## src/rtl/core/mrgb_pkg.sv

```systemverilog
`default_nettype none
// ----------------------------------------------------------------------------
// mrgb_pkg
// Shared types, constants and helpers for the masked RGB to RGBA8 converter.
// ----------------------------------------------------------------------------
package mrgb_pkg;

    // register map, index = paddr / 4
    localparam int REG_NUM        = 6;
    localparam int REG_IDX_W      = 3;
    localparam int PADDR_W        = REG_IDX_W + 2;
    localparam logic [REG_IDX_W-1:0] REG_BPP         = 3'd0;
    localparam logic [REG_IDX_W-1:0] REG_RED_MASK    = 3'd1;
    localparam logic [REG_IDX_W-1:0] REG_GREEN_MASK  = 3'd2;
    localparam logic [REG_IDX_W-1:0] REG_BLUE_MASK   = 3'd3;
    localparam logic [REG_IDX_W-1:0] REG_ALPHA_MASK  = 3'd4;
    localparam logic [REG_IDX_W-1:0] REG_ALPHA_EN    = 3'd5;

    localparam logic [2:0]  BPP_RST         = 3'd4;
    localparam logic [31:0] RED_MASK_RST    = 32'h00FF_0000;
    localparam logic [31:0] GREEN_MASK_RST  = 32'h0000_FF00;
    localparam logic [31:0] BLUE_MASK_RST   = 32'h0000_00FF;
    localparam logic [31:0] ALPHA_MASK_RST  = 32'hFF00_0000;
    localparam logic        ALPHA_EN_RST    = 1'b1;

    // channel codes
    localparam logic [1:0] CH_RED   = 2'd0;
    localparam logic [1:0] CH_GREEN = 2'd1;
    localparam logic [1:0] CH_BLUE  = 2'd2;
    localparam logic [1:0] CH_ALPHA = 2'd3;

    // divider: dividend is v*255 (32 + 8 bits), divisor 2^n-1 with n < 8
    localparam int DIV_DW    = 40;
    localparam int DIV_RW    = 7;
    localparam int DIV_BITS  = 4;
    localparam int DIV_ITERS = DIV_DW / DIV_BITS;
    localparam int ITER_W    = 4;

    typedef enum logic [2:0] {
        ST_FILL,
        ST_LOAD,
        ST_PREP,
        ST_DIV,
        ST_STORE,
        ST_DELIVER
    } mrgb_state_t;

    typedef struct packed {
        logic [2:0]  bpp;
        logic [31:0] red_mask;
        logic [31:0] green_mask;
        logic [31:0] blue_mask;
        logic [31:0] alpha_mask;
        logic        alpha_en;
    } mrgb_cfg_t;

    typedef struct packed {
        logic       take_byte;
        logic       load_chan;
        logic       prep;
        logic       div_step;
        logic       store_chan;
        logic       load_out;
        logic [1:0] chan;
    } mrgb_cmd_t;

    typedef struct packed {
        logic pix_last;
        logic out_free;
    } mrgb_stat_t;

    function automatic logic [4:0] mrgb_tz(input logic [31:0] m);
        logic [4:0] n;
        n = '0;
        for (int i = 31; i >= 0; i--) begin
            if (m[i]) n = 5'(i);
        end
        return n;
    endfunction

    function automatic logic [5:0] mrgb_ones(input logic [31:0] m);
        logic [5:0] n;
        n = '0;
        for (int i = 0; i < 32; i++) begin
            n = n + {5'd0, m[i]};
        end
        return n;
    endfunction

endpackage
`default_nettype wire

```

## src/rtl/core/mrgb_div.sv

```systemverilog
`default_nettype none
// ----------------------------------------------------------------------------
// mrgb_div
// Restoring divider, DIV_BITS quotient bits per step; keeps low 8 quotient bits.
// ----------------------------------------------------------------------------
module mrgb_div
    import mrgb_pkg::*;
(
    input  wire logic              aclk,
    input  wire logic              start,
    input  wire logic              step,
    input  wire logic [DIV_DW-1:0] dividend,
    input  wire logic [DIV_RW-1:0] divisor,
    output logic      [7:0]        quot
);

    logic [DIV_DW-1:0] num_reg, num_next;
    logic [DIV_RW-1:0] rem_reg, rem_next;
    logic [7:0]        quot_reg, quot_next;

    always_comb begin
        logic [DIV_RW:0] t;
        num_next  = num_reg;
        rem_next  = rem_reg;
        quot_next = quot_reg;
        t         = '0;
        for (int i = 0; i < DIV_BITS; i++) begin
            t        = {rem_next, num_next[DIV_DW-1]};
            num_next = {num_next[DIV_DW-2:0], 1'b0};
            if (t >= {1'b0, divisor}) begin
                t         = t - {1'b0, divisor};
                quot_next = {quot_next[6:0], 1'b1};
            end else begin
                quot_next = {quot_next[6:0], 1'b0};
            end
            rem_next = t[DIV_RW-1:0];
        end
    end

    always_ff @(posedge aclk) begin
        if (start) begin
            num_reg  <= dividend;
            rem_reg  <= '0;
            quot_reg <= '0;
        end else if (step) begin
            num_reg  <= num_next;
            rem_reg  <= rem_next;
            quot_reg <= quot_next;
        end
    end

    assign quot = quot_reg;

endmodule
`default_nettype wire

```

## src/rtl/core/mrgb_ctrl.sv

```systemverilog
`default_nettype none
// ----------------------------------------------------------------------------
// mrgb_ctrl
// Sequencer: byte gathering, per-channel load/prep/divide/store, delivery.
// ----------------------------------------------------------------------------
module mrgb_ctrl
    import mrgb_pkg::*;
(
    input  wire logic       aclk,
    input  wire logic       aresetn,
    input  wire logic       s_valid,
    output logic            s_ready,
    input  wire mrgb_stat_t stat,
    output mrgb_cmd_t       cmd
);

    mrgb_state_t       state_reg, state_next;
    logic [1:0]        chan_reg, chan_next;
    logic [ITER_W-1:0] iter_reg, iter_next;

    localparam logic [ITER_W-1:0] ITER_LAST = ITER_W'(DIV_ITERS - 1);

    // next state and counters
    always_comb begin
        state_next = state_reg;
        chan_next  = chan_reg;
        iter_next  = iter_reg;
        unique case (state_reg)
            ST_FILL: begin
                if (s_valid && stat.pix_last) begin
                    state_next = ST_LOAD;
                    chan_next  = CH_RED;
                end
            end
            ST_LOAD: state_next = ST_PREP;
            ST_PREP: begin
                state_next = ST_DIV;
                iter_next  = '0;
            end
            ST_DIV: begin
                iter_next = iter_reg + ITER_W'(1);
                if (iter_reg == ITER_LAST) state_next = ST_STORE;
            end
            ST_STORE: begin
                if (chan_reg == CH_ALPHA) begin
                    state_next = ST_DELIVER;
                end else begin
                    chan_next  = chan_reg + 2'd1;
                    state_next = ST_LOAD;
                end
            end
            ST_DELIVER: begin
                if (stat.out_free) state_next = ST_FILL;
            end
            default: state_next = ST_FILL;
        endcase
    end

    // outputs
    always_comb begin
        cmd      = '0;
        cmd.chan = chan_reg;
        s_ready  = 1'b0;
        unique case (state_reg)
            ST_FILL: begin
                s_ready       = 1'b1;
                cmd.take_byte = s_valid;
            end
            ST_LOAD:    cmd.load_chan  = 1'b1;
            ST_PREP:    cmd.prep       = 1'b1;
            ST_DIV:     cmd.div_step   = 1'b1;
            ST_STORE:   cmd.store_chan = 1'b1;
            ST_DELIVER: cmd.load_out   = stat.out_free;
            default: ;
        endcase
    end

    always_ff @(posedge aclk) begin
        if (!aresetn) begin
            state_reg <= ST_FILL;
            chan_reg  <= CH_RED;
            iter_reg  <= '0;
        end else begin
            state_reg <= state_next;
            chan_reg  <= chan_next;
            iter_reg  <= iter_next;
        end
    end

endmodule
`default_nettype wire

```

## src/rtl/core/mrgb_datapath.sv

```systemverilog
`default_nettype none
// ----------------------------------------------------------------------------
// mrgb_datapath
// Pixel assembly, mask extract, 8-bit scaling and the output register.
// ----------------------------------------------------------------------------
module mrgb_datapath
    import mrgb_pkg::*;
(
    input  wire logic       aclk,
    input  wire logic       aresetn,
    input  wire mrgb_cfg_t  cfg,
    input  wire mrgb_cmd_t  cmd,
    output mrgb_stat_t      stat,
    input  wire logic [7:0] s_data_byte,
    output logic            m_valid,
    input  wire logic       m_ready,
    output logic [7:0]      m_red,
    output logic [7:0]      m_green,
    output logic [7:0]      m_blue,
    output logic [7:0]      m_alpha
);

    // byte gathering
    logic [1:0]  pos_reg;
    logic [23:0] partial_reg;
    logic [31:0] pixel_reg;
    logic [1:0]  size_m1;
    logic [31:0] assembled;

    always_comb begin
        if (cfg.bpp < 3'd2)      size_m1 = 2'd1;
        else if (cfg.bpp > 3'd4) size_m1 = 2'd3;
        else                     size_m1 = 2'(cfg.bpp - 3'd1);
    end

    assign assembled     = {8'd0, partial_reg} | ({24'd0, s_data_byte} << {pos_reg, 3'b000});
    assign stat.pix_last = (pos_reg >= size_m1);

    always_ff @(posedge aclk) begin
        if (!aresetn) begin
            pos_reg     <= '0;
            partial_reg <= '0;
        end else if (cmd.take_byte) begin
            if (stat.pix_last) begin
                pos_reg     <= '0;
                partial_reg <= '0;
            end else begin
                pos_reg     <= pos_reg + 2'd1;
                partial_reg <= assembled[23:0];
            end
        end
    end

    always_ff @(posedge aclk) begin
        if (cmd.take_byte && stat.pix_last) pixel_reg <= assembled;
    end

    // channel extract
    logic [31:0] mask_sel;
    logic        force_opaque;

    always_comb begin
        case (cmd.chan)
            CH_RED:   mask_sel = cfg.red_mask;
            CH_GREEN: mask_sel = cfg.green_mask;
            CH_BLUE:  mask_sel = cfg.blue_mask;
            default:  mask_sel = cfg.alpha_mask;
        endcase
    end

    assign force_opaque = (cmd.chan == CH_ALPHA) &&
                          (!cfg.alpha_en || (cfg.alpha_mask == '0));

    logic [31:0] val_reg;
    logic [5:0]  ones_reg;
    logic [7:0]  direct_reg;
    logic [DIV_DW-1:0] dividend;
    logic [DIV_RW-1:0] divisor;
    logic [7:0]  quot;
    logic [7:0]  direct_next;
    logic [31:0] shifted;

    always_ff @(posedge aclk) begin
        if (cmd.load_chan) begin
            val_reg  <= (pixel_reg & mask_sel) >> mrgb_tz(mask_sel);
            ones_reg <= mrgb_ones(mask_sel);
        end
    end

    // v*255 = (v << 8) - v
    assign dividend = {val_reg, 8'd0} - {8'd0, val_reg};
    // 2^n - 1, only used while n < 8
    assign divisor  = DIV_RW'((8'd1 << ones_reg[2:0]) - 8'd1);
    assign shifted  = val_reg >> (ones_reg - 6'd8);
    assign direct_next = shifted[7:0];

    always_ff @(posedge aclk) begin
        if (cmd.prep) direct_reg <= direct_next;
    end

    mrgb_div u_div (
        .aclk     (aclk),
        .start    (cmd.prep),
        .step     (cmd.div_step),
        .dividend (dividend),
        .divisor  (divisor),
        .quot     (quot)
    );

    // per-channel result
    logic [7:0] res_reg [4];
    logic [7:0] chan_res;

    always_comb begin
        if (force_opaque)            chan_res = 8'hFF;
        else if (ones_reg == 6'd0)   chan_res = 8'd0;
        else if (ones_reg >= 6'd8)   chan_res = direct_reg;
        else                         chan_res = quot;
    end

    always_ff @(posedge aclk) begin
        if (cmd.store_chan) res_reg[cmd.chan] <= chan_res;
    end

    // output register
    logic       m_valid_reg;
    logic [7:0] red_reg, green_reg, blue_reg, alpha_reg;

    assign stat.out_free = !m_valid_reg || m_ready;

    always_ff @(posedge aclk) begin
        if (!aresetn) begin
            m_valid_reg <= 1'b0;
        end else if (cmd.load_out) begin
            m_valid_reg <= 1'b1;
        end else if (m_ready) begin
            m_valid_reg <= 1'b0;
        end
    end

    always_ff @(posedge aclk) begin
        if (cmd.load_out) begin
            red_reg   <= res_reg[CH_RED];
            green_reg <= res_reg[CH_GREEN];
            blue_reg  <= res_reg[CH_BLUE];
            alpha_reg <= res_reg[CH_ALPHA];
        end
    end

    assign m_valid = m_valid_reg;
    assign m_red   = red_reg;
    assign m_green = green_reg;
    assign m_blue  = blue_reg;
    assign m_alpha = alpha_reg;

endmodule
`default_nettype wire

```

## src/rtl/core/masked_rgb_pixel_to_rgba8.sv

```systemverilog
`default_nettype none
// ----------------------------------------------------------------------------
// masked_rgb_pixel_to_rgba8
// Converts bit-mask RGB(A) pixel bytes into 8-bit RGBA transactions.
// ----------------------------------------------------------------------------
// Raw pixel bytes enter on the s_ channel, least significant byte first, and
// are gathered into little-endian pixels of bytes_per_pixel bytes (values
// below 2 act as 2, above 4 as 4). Every completed pixel yields one m_
// transaction with red, green, blue and alpha, each masked, right-aligned by
// the mask's trailing-zero count and scaled to 8 bits by the mask's set-bit
// count. Timing: bytes that do not end a pixel are taken at one per cycle. The
// byte that ends a pixel drops s_ready low while each of the four channels
// passes through extract, prepare, 10 steps of the shared 4-bit-per-cycle
// divider and store; a delivery state then hands the
// result to the output register. The output register lets the next pixel's
// bytes come in while a result still waits on m_ready; conversion of the
// following pixel stalls only if that result has still not been taken.
// Registers sit at byte address 4*index on the APB port: 0 bytes_per_pixel,
// 1 red_mask, 2 green_mask, 3 blue_mask, 4 alpha_mask, 5 alpha_enable.
// Write them only while the block is idle; a write does not clear a pixel
// that is partly gathered.
// ----------------------------------------------------------------------------
module masked_rgb_pixel_to_rgba8
    import mrgb_pkg::*;
(
    input  wire logic               aclk,
    input  wire logic               aresetn,

    // configuration (APB)
    input  wire logic               psel,
    input  wire logic               penable,
    input  wire logic               pwrite,
    input  wire logic [PADDR_W-1:0] paddr,
    input  wire logic [31:0]        pwdata,
    output logic      [31:0]        prdata,
    output logic                    pready,

    // pixel bytes in
    input  wire logic               s_valid,
    output logic                    s_ready,
    input  wire logic [7:0]         s_data_byte,

    // RGBA8 out
    output logic                    m_valid,
    input  wire logic               m_ready,
    output logic      [7:0]         m_red,
    output logic      [7:0]         m_green,
    output logic      [7:0]         m_blue,
    output logic      [7:0]         m_alpha
);

    // ------------------------------------------------------------------
    // Register file
    // ------------------------------------------------------------------
    mrgb_cfg_t             cfg_reg;
    logic                  wr_en;
    logic [REG_IDX_W-1:0]  reg_idx;

    assign pready  = 1'b1;
    assign reg_idx = paddr[PADDR_W-1:2];
    // write lands on the access phase
    assign wr_en   = psel && penable && pwrite;

    always_ff @(posedge aclk) begin
        if (!aresetn) begin
            cfg_reg.bpp        <= BPP_RST;
            cfg_reg.red_mask   <= RED_MASK_RST;
            cfg_reg.green_mask <= GREEN_MASK_RST;
            cfg_reg.blue_mask  <= BLUE_MASK_RST;
            cfg_reg.alpha_mask <= ALPHA_MASK_RST;
            cfg_reg.alpha_en   <= ALPHA_EN_RST;
        end else if (wr_en) begin
            unique case (reg_idx)
                REG_BPP:        cfg_reg.bpp        <= pwdata[2:0];
                REG_RED_MASK:   cfg_reg.red_mask   <= pwdata;
                REG_GREEN_MASK: cfg_reg.green_mask <= pwdata;
                REG_BLUE_MASK:  cfg_reg.blue_mask  <= pwdata;
                REG_ALPHA_MASK: cfg_reg.alpha_mask <= pwdata;
                REG_ALPHA_EN:   cfg_reg.alpha_en   <= pwdata[0];
                default: ;  // unmapped, dropped
            endcase
        end
    end

    // read mux
    always_comb begin
        unique case (reg_idx)
            REG_BPP:        prdata = {29'd0, cfg_reg.bpp};
            REG_RED_MASK:   prdata = cfg_reg.red_mask;
            REG_GREEN_MASK: prdata = cfg_reg.green_mask;
            REG_BLUE_MASK:  prdata = cfg_reg.blue_mask;
            REG_ALPHA_MASK: prdata = cfg_reg.alpha_mask;
            REG_ALPHA_EN:   prdata = {31'd0, cfg_reg.alpha_en};
            default:        prdata = '0;
        endcase
    end

    // ------------------------------------------------------------------
    // Sequencer and datapath
    // ------------------------------------------------------------------
    mrgb_cmd_t  cmd;
    mrgb_stat_t stat;

    mrgb_ctrl u_ctrl (
        .aclk    (aclk),
        .aresetn (aresetn),
        .s_valid (s_valid),
        .s_ready (s_ready),
        .stat    (stat),
        .cmd     (cmd)
    );

    mrgb_datapath u_dp (
        .aclk        (aclk),
        .aresetn     (aresetn),
        .cfg         (cfg_reg),
        .cmd         (cmd),
        .stat        (stat),
        .s_data_byte (s_data_byte),
        .m_valid     (m_valid),
        .m_ready     (m_ready),
        .m_red       (m_red),
        .m_green     (m_green),
        .m_blue      (m_blue),
        .m_alpha     (m_alpha)
    );

endmodule
`default_nettype wire
```

## config.mk

```make
export PLATFORM = sky130hd
export DESIGN_NAME = masked_rgb_pixel_to_rgba8
export DESIGN_NICKNAME = d
export VERILOG_FILES = /design/src/rtl/core/mrgb_pkg.sv /design/src/rtl/core/mrgb_div.sv /design/src/rtl/core/mrgb_ctrl.sv /design/src/rtl/core/mrgb_datapath.sv /design/src/rtl/core/masked_rgb_pixel_to_rgba8.sv
export SDC_FILE = /design/constraint.sdc
export NUM_CORES = 1
export LEC_CHECK = 0
export ABC_CLOCK_PERIOD_IN_PS = 10600
export BUFFER_PORTS_ARGS = -buffer_cell sky130_fd_sc_hd__buf_2
export CAP_MARGIN = 30
export CORE_MARGIN = 2
export CORE_UTILIZATION = 55
export CTS_CLUSTER_DIAMETER = 80
export DETAILED_ROUTE_END_ITERATION = 8
export PLACE_DENSITY = 0.76
export SLEW_MARGIN = 25
export SYNTH_ARGS = -nofsm -noshare
export SYNTH_HDL_FRONTEND = slang
export SYNTH_SLANG_ARGS = --single-unit
export TNS_END_PERCENT = 5
```

## constraint.sdc

```tcl
create_clock -name aclk -period 10.6 [get_ports aclk]
set_clock_uncertainty 0.05 [all_clocks]
set_input_delay 1.06 -clock aclk [delete_from_list [all_inputs] [get_ports aclk]]
set_output_delay 1.06 -clock aclk [all_outputs]
set_load 0.02 [all_outputs]
```

# After elaboration in Yosys (flattened, before gate mapping)
# Memories as Yosys holds them, arrays and structs flattened. A register that Yosys moved wholly into a read port is not among the register bits.
# Cells that the tools add are included.
[op_classes]
addsub = 42
n_lt_le_gt_ge = 8
n_eq_ne = 18
shifts = 4
muxes = 72
n_bitwise = 2
reduce_logical = 26
[op_table]
columns = ["operator", "count"]
rows = [
  ["$pmux W32 S6", 1],
  ["$add A6 B1 Y6", 30],
  ["$mux W5", 33],
  ["$pmux W32 S3", 1],
  ["$mux W40", 2],
  ["$sub A40 B32 Y40", 1],
  ["$and A32 B32 Y32", 1],
  ["$ge A8 B7 Y1", 4],
  ["$logic_not A32 Y1", 1],
  ["$or A24 B32 Y32", 1],
  ["$shl A8 B5 Y32", 1],
  ["$shr A32 B5 Y32", 1],
  ["$shr A32 B6 Y8", 1],
  ["$mux W7", 4],
  ["$sub A7 B7 Y7", 4],
  ["$mux W24", 1],
  ["$mux W8", 3],
  ["$pmux W3 S6", 1],
  ["$mux W1", 15],
  ["$eq A3 B2 Y1 const B", 4],
  ["$eq A3 B3 Y1 const B", 4],
  ["$mux W3", 4],
  ["$reduce_and A2 Y1", 6],
  ["$mux W2", 5],
  ["other kinds (27)", 43],
]
[word_totals]
ff_bits = 301
ram_bits = 32
in_bits = 52
out_inout_bits = 67
wordCells = 192
memories = 1
[memory_table]
columns = ["memory", "depth", "word_bits", "read_ports", "rd_clocked_by_memory_dff", "wr", "line", "text"]
rows = [
  ["u_dp.res_reg", 4, 8, 4, 4, 1, "mrgb_datapath.sv:111", "logic [7:0] res_reg [4];"],
]

# Longest topological paths before layout
# Gate-level depths: netlist of run 1.
[depth]
ltp_word = 36
mapped_depth = 41

# Hierarchy
# A second synthesis of run 1 with hierarchy kept.
[unflattened]
hier_cells = 2159
area_unflattened_um2 = 22609.2
[modules_own_cells]
columns = ["module", "instances", "cells_per_inst", "area_per_inst_um2", "seq_area_each_um2"]
rows = [
  ["mrgb_datapath", 1, 1116, 12220.5, 4804.6],
  ["masked_rgb_pixel_to_rgba8", 1, 635, 6047.0, 2642.5],
  ["mrgb_div", 1, 340, 3773.6, 1501.4],
  ["mrgb_ctrl", 1, 68, 568.0, 180.2],
]

# Worst setup path before layout of run 1
# Ideal clock, no wire load.
[synth_path]
path_kind = "register -> register"
from = "reg u_dp.ones_reg[0]"
to = "reg u_dp.u_div.rem_reg[0]"
setup_ps = 117
arrival_time_ps = 9490
required_time_ps = 10433
setup_slack_ps = 943
stages_incl_launch_ff = 41
n_path_buf = 4
period_less_slack_ps = 9657
path_cell_list = "edfxtp_1 -> clkbuf_1 -> clkbuf_1 -> clkbuf_1 -> a21oi_1 -> ha_1 -> nor2b_1 -> o21ai_0 -> a21boi_0 -> a2111oi_0 -> nor2_1 -> mux2i_1 -> fa_1 -> a21o_1 -> a21oi_1 -> o21ai_0 -> a21o_1 -> nand2_1 -> [... 5 more ...] -> a21oi_1 -> o21bai_1 -> a21oi_1 -> o21ai_0 -> a21o_1 -> a31oi_2 -> mux2_2 -> ha_1 -> a21o_1 -> a21oi_1 -> a21oi_1 -> o21a_1 -> o21ai_0 -> nand2b_1 -> a211oi_1 -> mux2i_4 -> mux2i_1 -> a22o_1"
[synth_via]
elab_chain_len = 10
elab_cells_between_ends = 14
[synth_rtl]
columns = ["element", "line", "text"]
rows = [
  ["start: declaration", "mrgb_datapath.sv:75", "logic [5:0] ones_reg;"],
  ["start signal: assignment", "mrgb_datapath.sv:86", "ones_reg <= mrgb_ones(mask_sel);"],
  ["$shl A1 B3 Y7 (*)", "mrgb_datapath.sv:93", "assign divisor = DIV_RW'((8'd1 << ones_reg[2:0]) - 8'd1);"],
  ["$sub A7 B1 Y7 (*)", "mrgb_datapath.sv:93", ""],
  ["$sub A7 B7 Y7 / $ge A8 B7 Y1 (equally long branches)", "mrgb_div.sv:31, mrgb_div.sv:30", ""],
  ["$mux W7", "mrgb_div.sv:30", "if (t >= {1'b0, divisor}) begin"],
  ["$sub A7 B7 Y7 / $ge A8 B7 Y1 (equally long branches)", "mrgb_div.sv:31, mrgb_div.sv:30", ""],
  ["$mux W7", "mrgb_div.sv:30", ""],
  ["$sub A7 B7 Y7 / $ge A8 B7 Y1 (equally long branches)", "mrgb_div.sv:31, mrgb_div.sv:30", ""],
  ["$mux W7", "mrgb_div.sv:30", ""],
  ["$ge A8 B7 Y1", "mrgb_div.sv:30", ""],
  ["$mux W7 (*)", "mrgb_div.sv:30", ""],
  ["end signal: assignment", "mrgb_div.sv:47", "rem_reg <= rem_next;"],
  ["end: declaration", "mrgb_div.sv:18", "logic [DIV_RW-1:0] rem_reg, rem_next;"],
]
# Every way passes the cells marked *; elsewhere a longest branch is shown, timed or not.
# A chain may end at the register's enable or synchronous reset.

# Worst setup path after layout of run 1
[layout_path]
from = "reg u_dp.ones_reg[2]"
to = "reg u_dp.u_div.rem_reg[0]"
# The elaborated chain is that of the path after synthesis.

==> results of run 1 <==
## critical path, delay by kind of cell, from the launching register on
family	cells	cell delay [ns]
compound gates	21	4.23
simple gates	6	1.63
fa+ha+maj	5	1.62
mux	5	1.62
flops	1	0.36
buf+inv	2	0.26
## layout make-up
type,instances,area share (%)
clock inverters,24,1.30
diodes,1,0.0103
well taps,525,2.72
multi-input cells,1703,48.7
flip-flops and latches,365,37.8
inverters,104,1.61
clock buffers,48,4.52
repair buffers,145,3.39
## per-layer routing
layer	share of wire [%]	vias to the layer above
li1	-	8504
met1	41	8697
met2	47	845
met3	7.2	189
met4	4.5	0
met5	0	-
## cells in the final DEF, fill, tap and decap left out, types with 29 or more instances in the layout
master and n:
dfxtp_1 183, a21oi_1 120, a222oi_1 30, a21o_1 56, a21boi_0 100, edfxtp_1 182, nor2_1 119, o21ai_0 72
ha_1 69, nand3_1 46, buf_2 115, a22oi_1 74, nand2_1 418, mux2_2 34, nor2b_1 29, xnor2_1 31
inv_1 99, mux2i_1 108, clkbuf_16 41
## path summary, 6_finish.rpt
| check | cells past startpoint | to | startpoint |
|---|---|---|---|
| setup / recovery | 39 | u_dp.u_div.rem_reg[0] | u_dp.ones_reg[2] |
| hold / removal | 0 | m_green[0] | u_dp.res_reg[1][0] |
| setup reg to reg | 39 | u_dp.u_div.rem_reg[0] | u_dp.ones_reg[2] |
| hold reg to reg | 0 | m_green[0] | u_dp.res_reg[1][0] |
## cells by family after synthesis
kind of cell	count (synthesis)	share of synthesized area (%)
fa+ha+maj	97	6.50
compound gates	612	19.7
xor+xnor	53	2.12
buf+inv	246	4.76
mux	172	9.73
flops	365	41.7
simple gates	768	15.5
other cells	1	0.0171
## stage by stage
stage / util [%] / std cells / instance area [um^2]
global placement: 57.4 / 2839 / 22700
detailed placement: 57.5 / 2840 / 22700
global route: 61.1 / 2915 / 24200
CTS: 61.1 / 2912 / 24100
finish: 61.1 / 2915 / 24200
floorplan: - / 2314 / 21900
## power by group
group	leakage [nW]	internal [mW]	total, mW	switching, mW
Combinational	6.11	2.75	6.32	3.57
Clock	0.685	0.891	1.48	0.593
Sequential	3.16	1.87	2.06	0.193
==> qor.txt, run 1 <==
status - completed
placed wire-length estimate - 42.6 mm
mapped cell area - 21900 um^2
syn_area_per_cell - 9.47 um^2
count of cell types in the netlist - 84
largest net degree at the start of global routing - 78
CTS tree - done
top cell type's share of synthesized area - 24.9%
Die H - 204 um
reg-to-reg slack, setup - 0.70 ns
crit start category - register
worst-path fanout max - 16
# rows - 73
Final WS setup - 0.697 ns
syn nets - 2463
PwrDens - 408 nW/um^2
leak pwr - 9.96 nW
Initial DRT Pass Iterations - 6
Tot Pwr - 9.86 mW
grt met1 use - 38.3%
CTS H-tree depth - 2
die footprint - 41400 um^2
Area Growth Syn to Fin - 10.4%
Resize count post-CTS - 0
Final Net Count - 2507
first-pass GRT wire length - 95.8 mm
fin crit period - 9.90 ns
Worst setup EP type - register
layout cells sized above 1 - 13.0%
CTS hold repair buffers - 0
Seq/Total Area, Yosys - 41.7%
drt drc - 0
Crit-path slowest cell - or3_1
Max Clk Rate - 0.101 GHz
vias in the first global route - 17604
area leader, netlist - edfxtp_1
initial antenna violation count - 1
Synth Flop Type - dfxtp_1
final wirelength - 60.6 mm
Placer Congestion - 0.933
io pins - 119
wire per inst - 20.8 um
MaxCap Viol Count - 0
Slew @ Worst Pin - 0.945 ns
Place WS - 0.487 ns
Total GRT Usage - 29.2%
top-count cell post-synth - nand2_1
Hold Fails Final Rpt - 0
async set or reset register ratio after synthesis - 0%
Seq. cell area - 9130 um^2
Pins Over Slew Limit - 0
RSZ-0062 raised after global routing - no
Syn Inst Count - 2314
largest cells by area after synthesis - edfxtp_1 (25%), dfxtp_1 (17%), nand2_1 (7.2%)
relative slew slack - 37.0%
Vias - 18235
Worst-path clk slew - 0.06 ns
Starting Density - 55.4%
HP Class - register to register
total congestion overflow - 0
clock buffer count from CTS - 39
clock sinks - 365
root buf cell - clkbuf_16
Max VDD drop - 390 uV
Die X - 204 um
layer with the highest usage - met2
via density per instance - 6.26
Setup TNS - 0 ns
port bufs - 115
fin crit share - 93.4%
routing usage on met2 - 47.5%
CP required - 11.02 ns
WHS - 0.364 ns
Final setup viols - 0
Setup Buffers After CTS - 0
DR iter-0 viols - 2000
Filler Cells Inserted - 3282
Ys Warns - 0
max reg flops - 132
FF+latch count, synth - 365
Worst EP arrival - 10.32 ns
clk buf depth - 3
ANT nets after route - 0
core area - 39500 um^2
area occupied by multi-input gates - 11800 um^2
Clock Latency Late Sink - 0.58 ns
met3 Use GR - 4.35%
Worst path max stage delay - 0.52 ns
EDFF count, synth - 182
most instantiated cells after synthesis - nand2_1 (420), dfxtp_1 (183), edfxtp_1 (182)
crit path kind - register to register
Power figures use the tool's default switching activity.
==> inputs of run 2 (changes only) <==
--- a/config.mk
+++ b/config.mk
@@ -7,13 +7,13 @@
 export LEC_CHECK = 0
 export ABC_CLOCK_PERIOD_IN_PS = 10600
 export BUFFER_PORTS_ARGS = -buffer_cell sky130_fd_sc_hd__buf_2
-export CAP_MARGIN = 30
+export CAP_MARGIN = 10
 export CORE_MARGIN = 2
 export CORE_UTILIZATION = 55
 export CTS_CLUSTER_DIAMETER = 80
 export DETAILED_ROUTE_END_ITERATION = 8
 export PLACE_DENSITY = 0.76
-export SLEW_MARGIN = 25
+export REMOVE_ABC_BUFFERS = 1
 export SYNTH_ARGS = -nofsm -noshare
 export SYNTH_HDL_FRONTEND = slang
 export SYNTH_SLANG_ARGS = --single-unit
==> qor.txt, run 2 (synthesis gave the netlist of run 1 again) <==
MaxCap Viol Count - 0
Seq. cell area - 9130 um^2
clk buf depth - 3
Worst-path clk slew - 0.06 ns
Placer Congestion - 0.978
Worst setup EP type - register
WHS - 0.369 ns
Final setup viols - 0
Starting Density - 55.4%
crit start category - register
Tot Pwr - 9.91 mW
fin crit period - 9.97 ns
Slew @ Worst Pin - 1.15 ns
layout cells sized above 1 - 13.0%
Switching Share - 43.9%
CTS tree - done
RSZ-0062 raised after global routing - no
crit path kind - register to register
Setup TNS - 0 ns
reg-to-reg slack, setup - 0.63 ns
ANT nets after route - 0
DR iter-0 viols - 1768
root buf cell - clkbuf_16
initial antenna violation count - 1
Die X - 204 um
via density per instance - 6.28
# rows - 73
Worst EP arrival - 10.38 ns
kind of cell adding the most delay to the critical path - compound AO/OA/AOI/OAI gates
Max Clk Rate - 0.100 GHz
clock sinks - 365
Die H - 204 um
Vias - 18322
Area Growth Syn to Fin - 10.7%
Inst Count DP - 2839
Hold Fails Final Rpt - 0
Clock Latency Late Sink - 0.58 ns
Worst path max stage delay - 0.51 ns
HP Class - register to register
leak pwr - 10.0 nW
Crit-path slowest cell - or3_1
max reg flops - 132
Filler Cells Inserted - 3317
logic gate share of total power - 63.3%
largest net degree at the start of global routing - 82
Pins Over Slew Limit - 0
wire per inst - 20.7 um
total congestion overflow - 0
final wirelength - 60.3 mm
area occupied by multi-input gates - 11800 um^2
vias in the first global route - 17730
first-pass GRT wire length - 94.9 mm
most frequent cells in the layout - nand2_1 (419), dfxtp_1 (183), edfxtp_1 (182), nor2_1 (120), a21oi_1 (120)
Max VDD drop - 578 uV
CP required - 11.01 ns
Net Sw Power - 4.36 mW
WP buf/inv - 1
Total GRT Usage - 28.9%
placed wire-length estimate - 42.0 mm
Non-Filler Instances - 2917
io pins - 119
P_int - 5.56 mW
Initial DRT Pass Iterations - 8
most common cell after layout, fill and taps aside - nand2_1
relative slew slack - 23.2%
status - completed
clock buffer count from CTS - 41
drt drc - 0
worst-path fanout max - 8
clock power share - 15.8%
port bufs - 115
die footprint - 41400 um^2
fin crit share - 94.1%
Final Net Count - 2507
PwrDens - 409 nW/um^2
Reg power frac - 20.8%
core area - 39500 um^2
CTS H-tree depth - 2
-- run 2: cell types whose count changed in the layout (fill, tap and decap cells not counted), moves of 2 or more --
cell	previous run	this run
clkbuf_16	41	43
clkbuf_8	4	6
clkinv_1	7	5
clkinv_2	4	6
-- run 2: layout make-up --
class                      count  share of cell area [%]
multi-input combinational   1703                    48.5
sequential                   365                    37.6
clock buffer                  52                    4.82
timing repair buffer         143                    3.33
tap                          525                    2.71
inverter                     104                    1.61
clock inverter                24                    1.42
antenna                        1                  0.0103
-- run 2: stage by stage --
| stage | util [%] | setup WS [ns] | cell area (um^2) |
|---|---|---|---|
| detailed placement | 57.4 | 0.653 | 22700 |
| global route | 61.3 | 0.00275 | 24300 |
| CTS | 61.3 | 0.608 | 24200 |
| floorplan | - | 1.06 | 21300 |
| global placement | 57.4 | 0.906 | 22700 |
| finish | 61.3 | 0.628 | 24300 |
-- run 2: worst register-to-register path, delay by kind of cell (launching register included) --
| family | cells | cell delay [ns] |
|---|---|---|
| multiplexers | 5 | 1.43 |
| AO/OA/AOI/OAI | 21 | 4.10 |
| flip-flops | 1 | 0.48 |
| adder cells (fa/ha/maj) | 5 | 1.86 |
| AND/OR/NAND/NOR | 6 | 1.72 |
| buffers and inverters | 1 | 0.21 |
-- run 2: timing repair --
action,CTS,global route
gates resized for setup,0,0
buffers inserted,0,0
hold buffers,0,0
setup endpoints to repair,0,2
-- run 2: worst paths after layout --
path | start | to | depth (start not counted)
setup / recovery | u_dp.ones_reg[1] | u_dp.u_div.rem_reg[0] | 38
hold / removal | u_dp.res_reg[0][5] | m_red[5] | 0
setup reg to reg | u_dp.ones_reg[1] | u_dp.u_div.rem_reg[0] | 38
hold reg to reg | u_dp.res_reg[0][5] | m_red[5] | 0
-- run 2: power by group through the flow --
| stage | clock network [mW] | logic (mW) | registers, mW |
|---|---|---|---|
| 4_1_cts | 1.59 | 6.22 | 2.06 |
| 6_report | 1.57 | 6.27 | 2.07 |
| 5_1_grt | 1.64 | 6.89 | 2.09 |
| 3_5_place_dp | 0 | 6.18 | 2.09 |
| 2_1_floorplan | 0 | 4.72 | 2.07 |
| 3_3_place_gp | 0 | 6.05 | 2.08 |
-- run 2: per-layer routing --
metal / vias to the layer above / track usage [%] / share of wire [%] / wire, um
met5: - / 0 / 0 / 0
met4: 0 / 10.2 / 2.8 / 1660
met3: 146 / 5.74 / 8.4 / 5080
met2: 830 / 47.6 / 47 / 28500
met1: 8821 / 38.0 / 42 / 25100
li1: 8525 / - / - / -
